## config.mk

```make
export PLATFORM = sky130hd
export DESIGN_NAME = recency_list_move_to_front_unit
export DESIGN_NICKNAME = d
export VERILOG_FILES = /design/src/rlmtf_pkg.sv /design/src/rlmtf_ram.sv /design/src/recency_list_move_to_front_unit.sv
export SDC_FILE = /design/constraint.sdc
export NUM_CORES = 1
export LEC_CHECK = 0
export ABC_AREA = 0
export CORE_UTILIZATION = 25
export CTS_BUF_LIST = sky130_fd_sc_hd__clkbuf_4 sky130_fd_sc_hd__clkbuf_8 sky130_fd_sc_hd__clkbuf_16
export CTS_CLUSTER_DIAMETER = 200
export DETAILED_ROUTE_END_ITERATION = 12
export DONT_BUFFER_PORTS = 1
export GPL_ROUTABILITY_DRIVEN = 0
export HOLD_SLACK_MARGIN = 0.02
export MAX_ROUTING_LAYER = met4
export PLACE_DENSITY = 0.42
export SKIP_LAST_GASP = 1
export SYNTH_ARGS = -nofsm -noshare
export SYNTH_HDL_FRONTEND = slang
export SYNTH_SLANG_ARGS = --single-unit
```

## constraint.sdc

```tcl
create_clock -name clk -period 9.7 [get_ports clk]
set_input_delay 0.97 -clock clk [delete_from_list [all_inputs] [get_ports clk]]
set_output_delay 0.97 -clock clk [all_outputs]
set_load 0.01 [all_outputs]
```

## src/rlmtf_pkg.sv

```systemverilog
// ---------------------------------------------------------------------------
// rlmtf_pkg
// Shared types and codes for the recency list move-to-front unit.
// ---------------------------------------------------------------------------
package rlmtf_pkg;

	localparam int DEF_MAX_ENTRIES = 16;
	localparam int DEF_KEY_WIDTH   = 16;

	localparam logic [2:0] CMD_INS_BACK  = 3'd0;
	localparam logic [2:0] CMD_INS_FRONT = 3'd1;
	localparam logic [2:0] CMD_MOVE      = 3'd2;
	localparam logic [2:0] CMD_REM_BACK  = 3'd3;
	localparam logic [2:0] CMD_REM_KEY   = 3'd4;
	localparam logic [2:0] CMD_LOOKUP    = 3'd5;

	localparam logic [2:0] ST_OK      = 3'd0;
	localparam logic [2:0] ST_EMPTY   = 3'd1;
	localparam logic [2:0] ST_FEW     = 3'd2;
	localparam logic [2:0] ST_MISSING = 3'd3;
	localparam logic [2:0] ST_FULL    = 3'd4;

	typedef struct packed {
		logic [2:0]  command;
		logic [15:0] key;
	} req_t;

	typedef struct packed {
		logic [2:0] status;
		logic [3:0] position;
		logic [4:0] entry_count;
	} rsp_t;

endpackage

```

## src/rlmtf_ram.sv

```systemverilog
// ---------------------------------------------------------------------------
// rlmtf_ram
// Generic single-write, single-read RAM with registered read data.
// ---------------------------------------------------------------------------
module rlmtf_ram #(
	parameter int WIDTH = 16,
	parameter int DEPTH = 16
) (
	input  logic                     clk,
	input  logic                     we,
	input  logic [$clog2(DEPTH)-1:0] waddr,
	input  logic [WIDTH-1:0]         wdata,
	input  logic [$clog2(DEPTH)-1:0] raddr,
	output logic [WIDTH-1:0]         rdata
);
	logic [WIDTH-1:0] mem [DEPTH];

	always_ff @(posedge clk) begin
		if (we) begin
			mem[waddr] <= wdata;
		end
		rdata <= mem[raddr];
	end
endmodule

```

## src/recency_list_move_to_front_unit.sv

```systemverilog
// ---------------------------------------------------------------------------
// recency_list_move_to_front_unit
// Ordered recency list (front = most recent) kept in one RAM, with a
// sequencer that scans for keys and shifts entries one at a time.
//
//  channel  | ports              | transfer
//  command  | start, busy, req   | start high and busy low at the clock edge
//  result   | done, rsp          | done high, one cycle, cannot be held off
//
// Insert back, remove back, insert front into an empty list, ignored
// codes and errors caught without a scan: result in the next cycle.
// Scans read then compare each entry; shifts read then write each entry
// moved (one registered read port); S_PUT_FRONT places a key at the
// front. Reset empties the list at once; no clearing pass.
// ---------------------------------------------------------------------------
module recency_list_move_to_front_unit #(
	parameter int MAX_ENTRIES = rlmtf_pkg::DEF_MAX_ENTRIES,
	parameter int KEY_WIDTH   = rlmtf_pkg::DEF_KEY_WIDTH
) (
	input  logic             clk,
	input  logic             arst_n,
	input  logic             start,
	output logic             busy,
	input  rlmtf_pkg::req_t  req,
	output logic             done,
	output rlmtf_pkg::rsp_t  rsp
);
	import rlmtf_pkg::*;

	localparam int AW = $clog2(MAX_ENTRIES);
	localparam int CW = $clog2(MAX_ENTRIES + 1);
	localparam logic [CW-1:0] MAXC = CW'(MAX_ENTRIES);
	localparam logic [CW-1:0] ONE  = CW'(1);

	typedef enum logic [2:0] {
		S_IDLE, S_SCAN_RD, S_SCAN_CMP, S_SHIFT_RD, S_SHIFT_WR, S_PUT_FRONT
	} state_t;

	state_t               state_q;
	logic [2:0]           cmd_q;
	logic [KEY_WIDTH-1:0] key_q;
	logic [CW-1:0]        count_q;
	logic [CW-1:0]        idx_q;
	logic                 down_q;
	logic                 done_q;
	rsp_t                 rsp_q;

	logic                 we;
	logic [AW-1:0]        waddr;
	logic [KEY_WIDTH-1:0] wdata;
	logic [AW-1:0]        raddr;
	logic [KEY_WIDTH-1:0] rdata;
	logic [KEY_WIDTH-1:0] in_key;

	assign in_key = KEY_WIDTH'(req.key);
	assign busy   = (state_q != S_IDLE);
	assign done   = done_q;
	assign rsp    = rsp_q;
	assign raddr  = idx_q[AW-1:0];

	always_comb begin
		we    = 1'b0;
		waddr = '0;
		wdata = key_q;
		case (state_q)
			S_IDLE: begin
				if (start && req.command == CMD_INS_BACK && count_q < MAXC) begin
					we    = 1'b1;
					waddr = count_q[AW-1:0];
					wdata = in_key;
				end else if (start && req.command == CMD_INS_FRONT && count_q == '0) begin
					we    = 1'b1;
					wdata = in_key;
				end
			end
			S_SHIFT_WR: begin
				we    = 1'b1;
				waddr = down_q ? AW'(idx_q + ONE) : AW'(idx_q - ONE);
				wdata = rdata;
			end
			S_PUT_FRONT: begin
				we = 1'b1;
			end
			default: ;
		endcase
	end

	rlmtf_ram #(.WIDTH(KEY_WIDTH), .DEPTH(MAX_ENTRIES)) u_ram (
		.clk   (clk),
		.we    (we),
		.waddr (waddr),
		.wdata (wdata),
		.raddr (raddr),
		.rdata (rdata)
	);

	always_ff @(posedge clk or negedge arst_n) begin
		if (!arst_n) begin
			state_q <= S_IDLE;
			count_q <= '0;
			done_q  <= 1'b0;
			idx_q   <= '0;
			down_q  <= 1'b0;
			cmd_q   <= '0;
			key_q   <= '0;
			rsp_q   <= '0;
		end else begin
			done_q <= 1'b0;
			case (state_q)
				S_IDLE: begin
					if (start) begin
						cmd_q <= req.command;
						key_q <= in_key;
						idx_q <= '0;
						rsp_q.position <= '0;
						rsp_q.status   <= ST_OK;
						rsp_q.entry_count <= 5'(count_q);
						done_q <= 1'b1;
						case (req.command)
							CMD_INS_BACK: begin
								if (count_q >= MAXC) begin
									rsp_q.status <= ST_FULL;
								end else begin
									count_q <= count_q + ONE;
									rsp_q.entry_count <= 5'(count_q + ONE);
								end
							end
							CMD_INS_FRONT: begin
								if (count_q >= MAXC) begin
									rsp_q.status <= ST_FULL;
								end else if (count_q == '0) begin
									count_q <= ONE;
									rsp_q.entry_count <= 5'(ONE);
								end else begin
									done_q  <= 1'b0;
									down_q  <= 1'b1;
									idx_q   <= count_q - ONE;
									state_q <= S_SHIFT_RD;
								end
							end
							CMD_MOVE: begin
								if (count_q < 2) begin
									rsp_q.status <= ST_FEW;
								end else begin
									done_q  <= 1'b0;
									state_q <= S_SCAN_RD;
								end
							end
							CMD_REM_BACK: begin
								if (count_q == '0) begin
									rsp_q.status <= ST_EMPTY;
								end else begin
									count_q <= count_q - ONE;
									rsp_q.entry_count <= 5'(count_q - ONE);
								end
							end
							CMD_REM_KEY: begin
								if (count_q == '0) begin
									rsp_q.status <= ST_EMPTY;
								end else begin
									done_q  <= 1'b0;
									state_q <= S_SCAN_RD;
								end
							end
							CMD_LOOKUP: begin
								if (count_q == '0) begin
									rsp_q.status <= ST_MISSING;
								end else begin
									done_q  <= 1'b0;
									state_q <= S_SCAN_RD;
								end
							end
							default: ;
						endcase
					end
				end
				S_SCAN_RD: begin
					state_q <= S_SCAN_CMP;
				end
				S_SCAN_CMP: begin
					if (rdata == key_q) begin
						rsp_q.position <= 4'(idx_q);
						if (cmd_q == CMD_LOOKUP || (cmd_q == CMD_MOVE && idx_q == '0)) begin
							done_q  <= 1'b1;
							state_q <= S_IDLE;
						end else if (cmd_q == CMD_MOVE) begin
							down_q  <= 1'b1;
							idx_q   <= idx_q - ONE;
							state_q <= S_SHIFT_RD;
						end else if (idx_q + ONE == count_q) begin
							count_q <= count_q - ONE;
							rsp_q.entry_count <= 5'(count_q - ONE);
							done_q  <= 1'b1;
							state_q <= S_IDLE;
						end else begin
							down_q  <= 1'b0;
							idx_q   <= idx_q + ONE;
							state_q <= S_SHIFT_RD;
						end
					end else if (idx_q + ONE == count_q) begin
						rsp_q.status <= ST_MISSING;
						done_q  <= 1'b1;
						state_q <= S_IDLE;
					end else begin
						idx_q   <= idx_q + ONE;
						state_q <= S_SCAN_RD;
					end
				end
				S_SHIFT_RD: begin
					state_q <= S_SHIFT_WR;
				end
				S_SHIFT_WR: begin
					if (down_q) begin
						if (idx_q == '0) begin
							state_q <= S_PUT_FRONT;
						end else begin
							idx_q   <= idx_q - ONE;
							state_q <= S_SHIFT_RD;
						end
					end else if (idx_q + ONE == count_q) begin
						count_q <= count_q - ONE;
						rsp_q.entry_count <= 5'(count_q - ONE);
						done_q  <= 1'b1;
						state_q <= S_IDLE;
					end else begin
						idx_q   <= idx_q + ONE;
						state_q <= S_SHIFT_RD;
					end
				end
				S_PUT_FRONT: begin
					if (cmd_q == CMD_INS_FRONT) begin
						count_q <= count_q + ONE;
						rsp_q.entry_count <= 5'(count_q + ONE);
					end
					done_q  <= 1'b1;
					state_q <= S_IDLE;
				end
				default: state_q <= S_IDLE;
			endcase
		end
	end

	a_count_bound: assert property (@(posedge clk) disable iff (!arst_n)
		count_q <= MAXC) else $error("entry count above capacity");
	a_full_status: assert property (@(posedge clk) disable iff (!arst_n)
		done_q && rsp_q.status == ST_FULL |-> count_q == MAXC)
		else $error("full reported with room left");
	a_few_status: assert property (@(posedge clk) disable iff (!arst_n)
		done_q && rsp_q.status == ST_FEW |-> count_q < 2)
		else $error("few-entries reported with two or more entries");
	a_hit_pos: assert property (@(posedge clk) disable iff (!arst_n)
		state_q == S_SHIFT_WR |-> idx_q < count_q)
		else $error("shift index beyond list");
endmodule

```

==> qor.txt, run 1 <==
Vias in the first global route: 7,536
Ranking of synthesized cells by area: edfxtp_1, mux4_2, dfrtp_1
Routed via count: 7,328
Largest stage delay on the critical path: 910 ps
Post-synthesis sequential area ratio: 0.6604
Die width: 235.9 µm
Antenna Violating Nets Remaining: 0
Critical path class: reg2reg
Core Util, Final: 0.2919
CP Cell Sequence: buf_4 > inv_1 > ha_1 > xnor2_1 > a22oi_1 > nor2_1 > and2b_1 > nor2b_2
Top FF cell, synth: edfxtp_1
Outcome: finished, final reports clean
Post-synth cell types: 79
Clock share of power: 0.276
Core box area: 53,920 µm²
FP Rows: 85
All-Layer GR Usage: 0.1332
DRT iter0 DRCs: 571
Post-synth EDFFs: 256
Detailed Route WL: 35.46 mm
Sequential Power Share: 0.410
Global-route wire length before repair: 52.89 mm
CP Launch Type: flop
P_sw: 1.814 mW
VDD IR max: 0.0001310 V
TritonCTS Buffers: 37
Initial core utilization: 0.2537
Initial antenna violation count: 0
Synth warn: 0
Layout cell share with drive strength beyond 1: 0.2788
GRT Residual Overflow: 0
CP Depth: 8
Fill count: 5,275
Antenna Cells: 0
Syn Inst Count: 793
# setup viols final: 0
Synth Area in Compound Gates: 0.07748
Slowest CP cell: nor2b_2
Fin nets: 833
Area of the multi-input gates: 4347 µm²
Sw Ratio: 0.3445
Synth Area in Adders: 0.005488
Clock Pin Slew Worst Setup and Hold Paths: 60 ps
Post-synthesis cell area: 13,680 µm²
Post-CTS setup buffer count: 0
Power per cell area: 334.6 nW/µm²
Worst-Margin Slew: 1194 ps
Via-to-Cell Ratio: 4.796
Leak Pwr: 4.905 nW
Iteration count of the initial detailed-routing pass: 5
Cell-internal power: 3.453 mW
TritonCTS clock tree: yes
Min Tclk post-route: 4250 ps
CTS max path bufs: 3
Register area: 9044 µm²
Hold_buf cts: 0
Root buffer cell: clkbuf_16
Syn_area_per_cell: 17.25 µm²
Synth Register Bits: 313
Worst EP arrival: 4400 ps
Final hold violations: 0
Max Transition Viols Final: 0
CP max FO: 45
Worst reg2reg path depth: 8
RSZ-0062 raised after global routing: no
Port Buf Inserts: 0
Worst Skew: 27.37 ps
Drc violations: 0
Post-cts resize count: 0
Largest net degree at the start of global routing: 47
DP HPWL: 22.46 mm
Crit end category: flop
Die height: 235.9 µm
Post-synth top area cell: edfxtp_1
Comb power frac: 0.315
Ratio of final minimum period to clock period: 0.4381
Crit-path leading delay family: simple AND/OR/NAND/NOR gates
Commonest non-fill, non-tap cell in the layout: edfxtp_1
F_max: 235.3 MHz
Required @ worst endpoint: 9850 ps
Path type of the worst min-delay path: in2async
Die Footprint: 55,650 µm²
Buf/Inv on CP: 2
Mean routed wirelength per cell: 23.20 µm
Htree depth: 2
CTS Sinks: 313
Fin Setup TNS: 0 ps
Most frequent cells in the layout: edfxtp_1, mux4_2, clkbuf_16
Top Ports: 36
Multiplexer share of the synthesized area: 0.1480
Largest family of logic cells by synthesized area: multiplexers
XOR/XNOR share of the synthesized area: 0.01857
Syn nets: 821
Relative max-transition margin: 0.1985
Max Cap Viol: 0
Ys async rst share: 0.1310
Layout Area Growth over Synthesis: 15.08%
Clock latency on the worst-skew pair: 550 ps
Share of the synthesized area in the top cell type: 0.5620
Synth Area in Simple Gates: 0.06476
per-stage QoR:
stage | power, mW | instance area, µm² | setup WS, ps | hold WS (ps) | cells
3_5_place_dp | 3.874 | 14460 | 5355 | 546.9 | 1462
2_1_floorplan | 3.292 | 13680 | 5542 | 524.6 | 793
3_3_place_gp | 3.880 | 14460 | 5433 | 546.1 | 1462
6_report | 5.267 | 15740 | 5450 | 120.3 | 1528
4_1_cts | 5.349 | 15740 | 5324 | 79.01 | 1528
5_1_grt | 5.552 | 15740 | 5173 | 90.08 | 1528
layout make-up:
cell class,instances,area share
timing repair buffer,21,0.01002
inverter,12,0.002861
multi-input combinational,420,0.2761
clock inverter,19,0.01566
tap,696,0.05532
clock buffer,47,0.06550
sequential,313,0.5745
synth_stat cells, types with 9 or more instances:
library cell,count
a21oi_1,13
a22oi_1,37
buf_2,17
clkbuf_1,16
dfrtp_1,41
dfxtp_1,16
edfxtp_1,256
inv_1,12
mux2_2,18
mux4_2,80
nand2_1,32
nand2b_1,9
nor2_1,33
o21ai_0,33
xnor2_1,9
xor2_1,20
cell families (layout without fill, tap and decap cells):
| family | after synthesis | count (layout) |
|---|---|---|
| buf+inv | 60 | 99 |
| xor+xnor | 29 | 29 |
| fa+ha+maj | 6 | 6 |
| mux | 100 | 100 |
| simple gates | 141 | 141 |
| flops | 313 | 313 |
| compound gates | 144 | 144 |
routing by layer:
metal,GRT usage,part of all wire
met1,0.1821,0.47
met2,0.2003,0.46
met3,0.02282,0.048
met4,0.04298,0.022
met5,-,0
sequential cells by signal (all words and copies together), names as in the netlist:
signal	flops
u_ram.rdata	16
rsp	12
state_q	3
idx_q	5
key_q	16
u_ram.mem	256
cmd_q	3
done	1
down_q	1
final timing paths:
path | start | slack, ps | to
worst max-delay path | idx_q[1]$_DFFE_PN0P_ | 5450 | u_ram.mem[8][12]$_DFFE_PP_
worst min-delay path | arst_n | 120 | key_q[7]$_DFFE_PN0P_
worst max register to register | idx_q[1]$_DFFE_PN0P_ | 5450 | u_ram.mem[8][12]$_DFFE_PP_
worst min register to register | rsp[10]$_DFFE_PN0P_ | 550 | rsp[10]$_DFFE_PN0P_
max in group asynchronous | arst_n | 9460 | idx_q[1]$_DFFE_PN0P_
min in group clk | rsp[10]$_DFFE_PN0P_ | 550 | rsp[10]$_DFFE_PN0P_
power groups by stage:
stage / Combinational (mW) / Sequential (mW) / Clock (mW)
after CTS: 1.69 / 2.16 / 1.49
final: 1.66 / 2.16 / 1.45
after detailed placement: 1.68 / 2.19 / 0
after global placement: 1.69 / 2.19 / 0
after floorplan: 1.25 / 2.04 / 0
after global routing: 1.81 / 2.20 / 1.54
Power figures use the tool's default switching activity.
==> inputs of run 2 (changes only) <==
--- a/config.mk
+++ b/config.mk
@@ -5,7 +5,7 @@
 export SDC_FILE = /design/constraint.sdc
 export NUM_CORES = 1
 export LEC_CHECK = 0
-export ABC_AREA = 0
+export ABC_AREA = 1
 export CORE_UTILIZATION = 25
 export CTS_BUF_LIST = sky130_fd_sc_hd__clkbuf_4 sky130_fd_sc_hd__clkbuf_8 sky130_fd_sc_hd__clkbuf_16
 export CTS_CLUSTER_DIAMETER = 200
@@ -14,7 +14,7 @@
 export GPL_ROUTABILITY_DRIVEN = 0
 export HOLD_SLACK_MARGIN = 0.02
 export MAX_ROUTING_LAYER = met4
-export PLACE_DENSITY = 0.42
+export PLACE_DENSITY = 0.44
 export SKIP_LAST_GASP = 1
 export SYNTH_ARGS = -nofsm -noshare
 export SYNTH_HDL_FRONTEND = slang
==> constraint.sdc (replaced) <==
create_clock -name clk -period 3.85 [get_ports clk]
set_input_delay 0.385 -clock clk [delete_from_list [all_inputs] [get_ports clk]]
set_output_delay 0.385 -clock clk [all_outputs]
set_load 0.01 [all_outputs]
==> run 2 against run 1 <==
  * Register-to-register slack worse by 4600 ps
  * Critical endpoint is now u_ram.mem[15][0]$_DFFE_PP_
  * Global-route usage is 1.7 points higher
  * Routed wire length is 14% higher
  * Sequential cell count stayed put
  * Hold slack worse by 52 ps
  * Clock skew is 12 ps lower
  * Synthesized cell count is 63% higher
  * Fmax is 40% higher
  * Combinational power is 95% lower
  * Sequential power is 69% higher
  * Core utilization is 0.56 points higher
==> qor.txt, run 2 <==
Outcome: finished, final reports clean
Syn Inst Count: 1,295 (+63%)
VDD IR max: 0.0002556 V (+95%)
Synth Register Bits: 313 (unchanged)
Root buffer cell: clkbuf_16
TritonCTS Buffers: 36 (-2.7%)
Max Cap Viol: 0 (unchanged)
DP HPWL: 25.60 mm (+14%)
Path type of the worst min-delay path: in2reg
Final hold violations: 0 (unchanged)
Placed cells: 1,967 (+35%)
Post-synth EDFFs: 256 (unchanged)
Clock Pin Slew Worst Setup and Hold Paths: 60 ps (about the same)
Post-synth cell types: 38 (-52%)
Die width: 236.2 µm (+0.12%)
Most frequent cells in the layout: edfxtp_1, nand2_1, o21ai_0
Die Footprint: 55,790 µm² (+0.25%)
Initial core utilization: 0.2538 (about the same)
Core Util, Final: 0.2975 (+0.005586)
Antenna Cells: 0 (unchanged)
Syn nets: 1,323 (+61%)
Top Ports: 36 (unchanged)
Clock latency on the worst-skew pair: 550 ps (about the same)
Largest stage delay on the critical path: 600 ps (-310 ps)
Top Registers: u_ram.mem x256, key_q x16, u_ram.rdata x16
FP Rows: 85 (unchanged)
Largest net degree at the start of global routing: 78 (+66%)
All-Layer GR Usage: 0.1503 (+0.01706)
Worst EP arrival: 3270 ps (-1130 ps)
Most frequent cells after synthesis: edfxtp_1, nand2_1, nor2_1
Ratio of final minimum period to clock period: 0.7858 (+0.3477)
Synth warn: 0 (unchanged)
Iteration count of the initial detailed-routing pass: 5 (unchanged)
Antenna Violating Nets Remaining: 0 (unchanged)
Routed via count: 9,684 (+32%)
Min Tclk post-route: 3025 ps (-1224 ps)
Fill count: 5,593 (+6.0%)
Die height: 236.2 µm (+0.12%)
Fin nets: 1,356 (+63%)
Max Transition Viols Final: 0 (unchanged)
Initial antenna violation count: 4 (+4)
Worst-Margin Slew: 1315 ps (+120.6 ps)
Count leader, synth: edfxtp_1
Share of the synthesized area in the top cell type: 0.5606 (-0.001385)
# setup viols final: 0 (unchanged)
Htree depth: 2 (unchanged)
Power per cell area: 446.0 nW/µm² (+33%)
Post-synthesis cell area: 13,710 µm² (+0.25%)
Critical path class: reg2reg
Leak Pwr: 6.013 nW (+23%)
Port Buf Inserts: 0 (unchanged)
Hold_buf cts: 19 (+19)
RSZ-0062 raised after global routing: no
Detailed Route WL: 40.53 mm (+14%)
Layout Area Growth over Synthesis: 17.23%
Drc violations: 0 (unchanged)
CP Cell Sequence: inv_1 > ha_1 > nand3_2 > o21ai_2 > buf_4 > a21oi_1 > o21ai_0 > o221ai_1 > inv_1
CP max FO: 23 (-49%)
Ys async rst share: 0.1310 (unchanged)
Relative max-transition margin: 0.1235 (-0.07506)
CTS max path bufs: 3 (unchanged)
Post-CTS setup buffer count: 0 (unchanged)
Layout cell share with drive strength beyond 1: 0.1189 (-0.1599)
CP most frequent cell: inv_1
F_max: 330.6 MHz (+40%)
Via-to-Cell Ratio: 4.724 (-1.5%)
Ranking of synthesized cells by area: edfxtp_1, dfrtp_1, o21ai_0
Commonest non-fill, non-tap cell in the layout: edfxtp_1
Post-synthesis sequential area ratio: 0.6588 (-0.001627)
Top FF cell, synth: edfxtp_1
Syn_area_per_cell: 10.59 µm² (-39%)
Max FFs per register: 256 (unchanged)
Non-filler instance count after layout: 2,050 (+34%)
Biggest register: u_ram.mem
Post-synth top area cell: edfxtp_1
CTS Sinks: 313 (unchanged)
Worst Skew: 15.62 ps (-11.74 ps)
Core box area: 54,030 µm² (+0.20%)
TritonCTS clock tree: yes
Vias in the first global route: 9,442 (+25%)
Global-route wire length before repair: 61.20 mm (+16%)
GRT Residual Overflow: 0 (unchanged)
Crit end category: flop
Post-cts resize count: 0 (unchanged)
Slowest CP cell: inv_1
Required @ worst endpoint: 4100 ps (-5750 ps)
Mean routed wirelength per cell: 19.77 µm (-15%)
Pwr Total: 7.169 mW (+36%)
Fin Setup TNS: 0 ps (unchanged)
DRT iter0 DRCs: 967 (+69%)
CP Launch Type: flop
[run 2: cell count changes in the layout (fill, tap and decap cells not counted), moves of 37 or more]
cell     change
a22oi_1     -37
o22ai_1     +45
mux4_2      -80
o21ai_0    +151
nand3_1     +50
nor2_1     +135
nand2_1    +182
inv_1       +82
[run 2: layer usage]
metal,track usage,vias up,share of wire
met4,0.04919,0,0.024
li1,-,4631,-
met2,0.2267,243,0.45
met5,-,-,0
met1,0.2004,4750,0.47
met3,0.03171,60,0.059
[run 2: area by class of cell]
| class | count | area [µm²] | area share |
|---|---|---|---|
| Timing Repair Buffer | 60 | 515.5 | 0.03207 |
| Clock inverter | 17 | 163.9 | 0.01020 |
| Multi-Input combinational cell | 807 | 4051 | 0.2520 |
| Sequential cell | 313 | 9039 | 0.5623 |
| Inverter | 110 | 415.4 | 0.02584 |
| Tap cell | 696 | 870.8 | 0.05418 |
| Clock buffer | 47 | 1018 | 0.06336 |
[run 2: cells by family after synthesis]
kind of cell,after synthesis,share of synthesized area
AND/OR/NAND/NOR,477,0.1461
buffers and inverters,175,0.05019
adder cells (fa/ha/maj),6,0.005475
flip-flops,313,0.6588
AO/OA/AOI/OAI,314,0.1330
XOR/XNOR,10,0.006388
[run 2: worst max-delay path: cells and delay by family (launching register included)]
kind                       cells  cell delay, ps
AOI/OAI and AO/OA              4             730
adders and majority gates      1             230
buffers and inverters          3            1140
DFF                            1             490
and+or+nand+nor                1             150
[run 2: worst paths after layout]
| path | startpoint | endpoint | depth (start not counted) | slack (ps) |
|---|---|---|---|---|
| min in group asynchronous | arst_n | key_q[1]$_DFFE_PN0P_ | 2 | 340 |
| worst min register to register | rsp[11]$_DFFE_PN0P_ | rsp[11]$_DFFE_PN0P_ | 2 | 550 |
| max in group asynchronous | arst_n | idx_q[0]$_DFFE_PN0P_ | 2 | 3260 |
| worst max register to register | rsp[1]$_DFFE_PN0P_ | u_ram.mem[15][0]$_DFFE_PP_ | 9 | 820 |
| worst min-delay path | req[16] | rsp[10]$_DFFE_PN0P_ | 4 | 70 |
| worst max-delay path | rsp[1]$_DFFE_PN0P_ | u_ram.mem[15][0]$_DFFE_PP_ | 9 | 820 |
[run 2: report_power, final]
| part | switching (mW) | internal [mW] |
|---|---|---|
| clock network | 1.38 | 2.07 |
| logic | 0.0496 | 0.0312 |
| registers | 0.00998 | 3.63 |
| total | 1.44 | 5.73 |
[run 2: through the flow]
stage | worst slack [ps] | cell area, µm² | hold slack (ps)
floorplan | 326.4 | 13710 | 89.41
global placement | 770.5 | 14680 | 90.44
detailed placement | 762.0 | 14680 | 90.56
CTS | 728.0 | 16070 | 53.11
global route | 556.7 | 16070 | 74.96
finish | 824.8 | 16070 | 68.40
==> inputs of run 3 (changes only) <==
==> constraint.sdc (replaced) <==
create_clock -name clk -period 2.5 [get_ports clk]
set_input_delay 0.25 -clock clk [delete_from_list [all_inputs] [get_ports clk]]
set_output_delay 0.25 -clock clk [all_outputs]
set_load 0.01 [all_outputs]
==> run 3 against run 2 <==
  * Core utilization is 1.1 points higher
  * Global-route usage is 0.58 points lower
  * Cell area is 3.6% higher
  * Sequential cell count stayed put
  * Critical path type unchanged
  * Largest power group unchanged
==> qor.txt, run 3 (synthesis results as in run 2) <==
CTS Sinks: 313 (unchanged)
Antenna Violating Nets Remaining: 0 (unchanged)
Leak Pwr: 6.253 nW (+4.0%)
Die height: 236.2 µm (unchanged)
Placement Setup Slack: 52.91 ps (-709.1 ps)
Path type of the worst min-delay path: in2reg
Routed via count: 9,795 (+1.1%)
GRT Residual Overflow: 0 (unchanged)
Placed Instance Area: 15,170 µm² (+3.3%)
Die Footprint: 55,790 µm² (unchanged)
Layout cell share with drive strength beyond 1: 0.1450 (+0.02611)
Top Registers: u_ram.mem x256, key_q x16, u_ram.rdata x16
Relative max-transition margin: 0.4546 (+0.3312)
Power per cell area: 667.1 nW/µm² (+50%)
TritonCTS clock tree: yes
CP Cell Sequence: ha_1 > inv_1 > nand2_1 > nand2_1 > nor2_1 > a21oi_1 > o21ai_2 > inv_2 > nand2_1 > nor2_4 > buf_12
Via-to-Cell Ratio: 4.702 (-0.46%)
Largest stage delay on the critical path: 520 ps (-80 ps)
Max FFs per register: 256 (unchanged)
Vias in the first global route: 9,578 (+1.4%)
Htree depth: 2 (unchanged)
Most frequent cells in the layout: edfxtp_1, nand2_1, o21ai_0
Core box area: 54,030 µm² (unchanged)
Largest net degree at the start of global routing: 89 (+14%)
CTS max path bufs: 3 (unchanged)
Worst Skew: 20.34 ps (+4.719 ps)
Min Tclk post-route: 2358 ps (-667.1 ps)
Port Buf Inserts: 0 (unchanged)
Final hold violations: 0 (unchanged)
TritonCTS Buffers: 36 (unchanged)
Mean routed wirelength per cell: 18.86 µm (-4.6%)
Fin nets: 1,387 (+2.3%)
F_max: 424.1 MHz (+28%)
CP Launch Type: flop
Worst-Margin Slew: 817.2 ps (-497.6 ps)
Critical path class: reg2reg
Worst EP arrival: 2600 ps (-670 ps)
Slowest CP cell: dfrtp_4
Drc violations: 0 (unchanged)
Final worst slack: 141.9 ps (-682.9 ps)
Die width: 236.2 µm (unchanged)
CP most frequent cell: nand2_1
# setup viols final: 0 (unchanged)
VDD IR max: 0.0003808 V (+49%)
CP max FO: 12 (-48%)
Ratio of final minimum period to clock period: 0.9432 (+0.1575)
Detailed Route WL: 39.29 mm (-3.1%)
Crit end category: flop
All-Layer GR Usage: 0.1445 (-0.005785)
Clock Pin Slew Worst Setup and Hold Paths: 60 ps (about the same)
Root buffer cell: clkbuf_16
Top Ports: 36 (unchanged)
Layout Area Growth over Synthesis: 21.42%
Max Cap Viol: 0 (unchanged)
Initial core utilization: 0.2538 (unchanged)
Clock latency on the worst-skew pair: 540 ps (about the same)
FP Rows: 85 (unchanged)
Required @ worst endpoint: 2750 ps (-1350 ps)
Global-route wire length before repair: 59.90 mm (-2.1%)
Biggest register: u_ram.mem
Initial antenna violation count: 3 (-1)
Design area: 16,650 µm² (+3.6%)
Commonest non-fill, non-tap cell in the layout: edfxtp_1
Max Transition Viols Final: 0 (unchanged)
Iteration count of the initial detailed-routing pass: 5 (unchanged)
DP HPWL: 25.98 mm (+1.5%)
Outcome: finished, final reports clean
DRT iter0 DRCs: 771 (-20%)
## run 3: cell count changes in the layout (fill, tap and decap cells not counted), moves of 2 or more
cell | previous run | this run
clkbuf_16 | 38 | 36
nand2_1 | 214 | 207
nor2_2 | 22 | 12
o221ai_2 | 3 | 0
clkinv_1 | 8 | 5
buf_4 | 41 | 50
o221ai_1 | 37 | 40
buf_12 | 0 | 19
clkinv_2 | 4 | 6
nor2_4 | 4 | 15
nand2_2 | 6 | 12
dlygate4sd3_1 | 18 | 20
## run 3: final cells by class
class                   instances  area, µm²
fillers                      5497      37380
clock buffers                  45      968.4
clock inverters                20      229.0
multi-input cells             807       4129
diodes                          1      2.502
well taps                     696      870.8
inverters                     110      415.4
flip-flops and latches        313       9039
repair buffers                 91      994.7
## run 3: routing by layer
metal  global-route usage  up-vias  routed length, µm
met5                    -        -                  0
met4              0.03109        0                538
met3              0.02387       42               2256
met2               0.2049      247              16610
met1               0.2139     4806              19880
li1                     -     4700                  -
## run 3: power by group
| part | internal (mW) | switching, mW |
|---|---|---|
| sequential | 5.59 | 0.0150 |
| clock | 3.19 | 2.18 |
| combinational | 0.0536 | 0.0783 |
## run 3: worst paths after layout
check | startpoint | endpoint | slack (ps) | depth (start not counted)
hold / removal | req[18] | rsp[9]$_DFFE_PN0P_ | 80 | 4
hold reg to reg | cmd_q[2]$_DFFE_PN0P_ | cmd_q[2]$_DFFE_PN0P_ | 550 | 2
max in group asynchronous | arst_n | idx_q[0]$_DFFE_PN0P_ | 2030 | 2
setup reg to reg | idx_q[0]$_DFFE_PN0P_ | u_ram.mem[9][4]$_DFFE_PP_ | 140 | 11
min in group asynchronous | arst_n | key_q[12]$_DFFE_PN0P_ | 220 | 2
setup / recovery | idx_q[0]$_DFFE_PN0P_ | u_ram.mem[9][4]$_DFFE_PP_ | 140 | 11
## run 3: metrics by stage
step / hold WS (ps) / std cells / util / TNS, ps / power [mW]
after floorplan: -45.59 / 1295 / - / -1638 / 5.766
after global placement: -44.62 / 1992 / 0.2807 / 0 / 5.791
after detailed placement: -44.35 / 1992 / 0.2807 / 0 / 5.794
after CTS: 56.36 / 2078 / 0.3071 / 0 / 11.23
after global routing: 106.4 / 2082 / 0.3081 / -10.74 / 11.43
final: 80.31 / 2083 / 0.3082 / 0 / 11.11
## run 3: timing repair
| action | CTS | global route |
|---|---|---|
| endpoints found under the hold margin | 61 | 0 |
| hold buffers | 21 | 0 |
| resized for setup | 0 | 7 |
| setup endpoints to repair | 0 | 209 |
| buffers inserted | 0 | 4 |
## run 3: worst max-delay path, delay by kind of cell (launching register included)
family,cells,cell delay [ps]
adder cells (fa/ha/maj),1,280
AO/OA/AOI/OAI,2,280
buffers and inverters,3,310
flip-flops,1,520
AND/OR/NAND/NOR,5,640
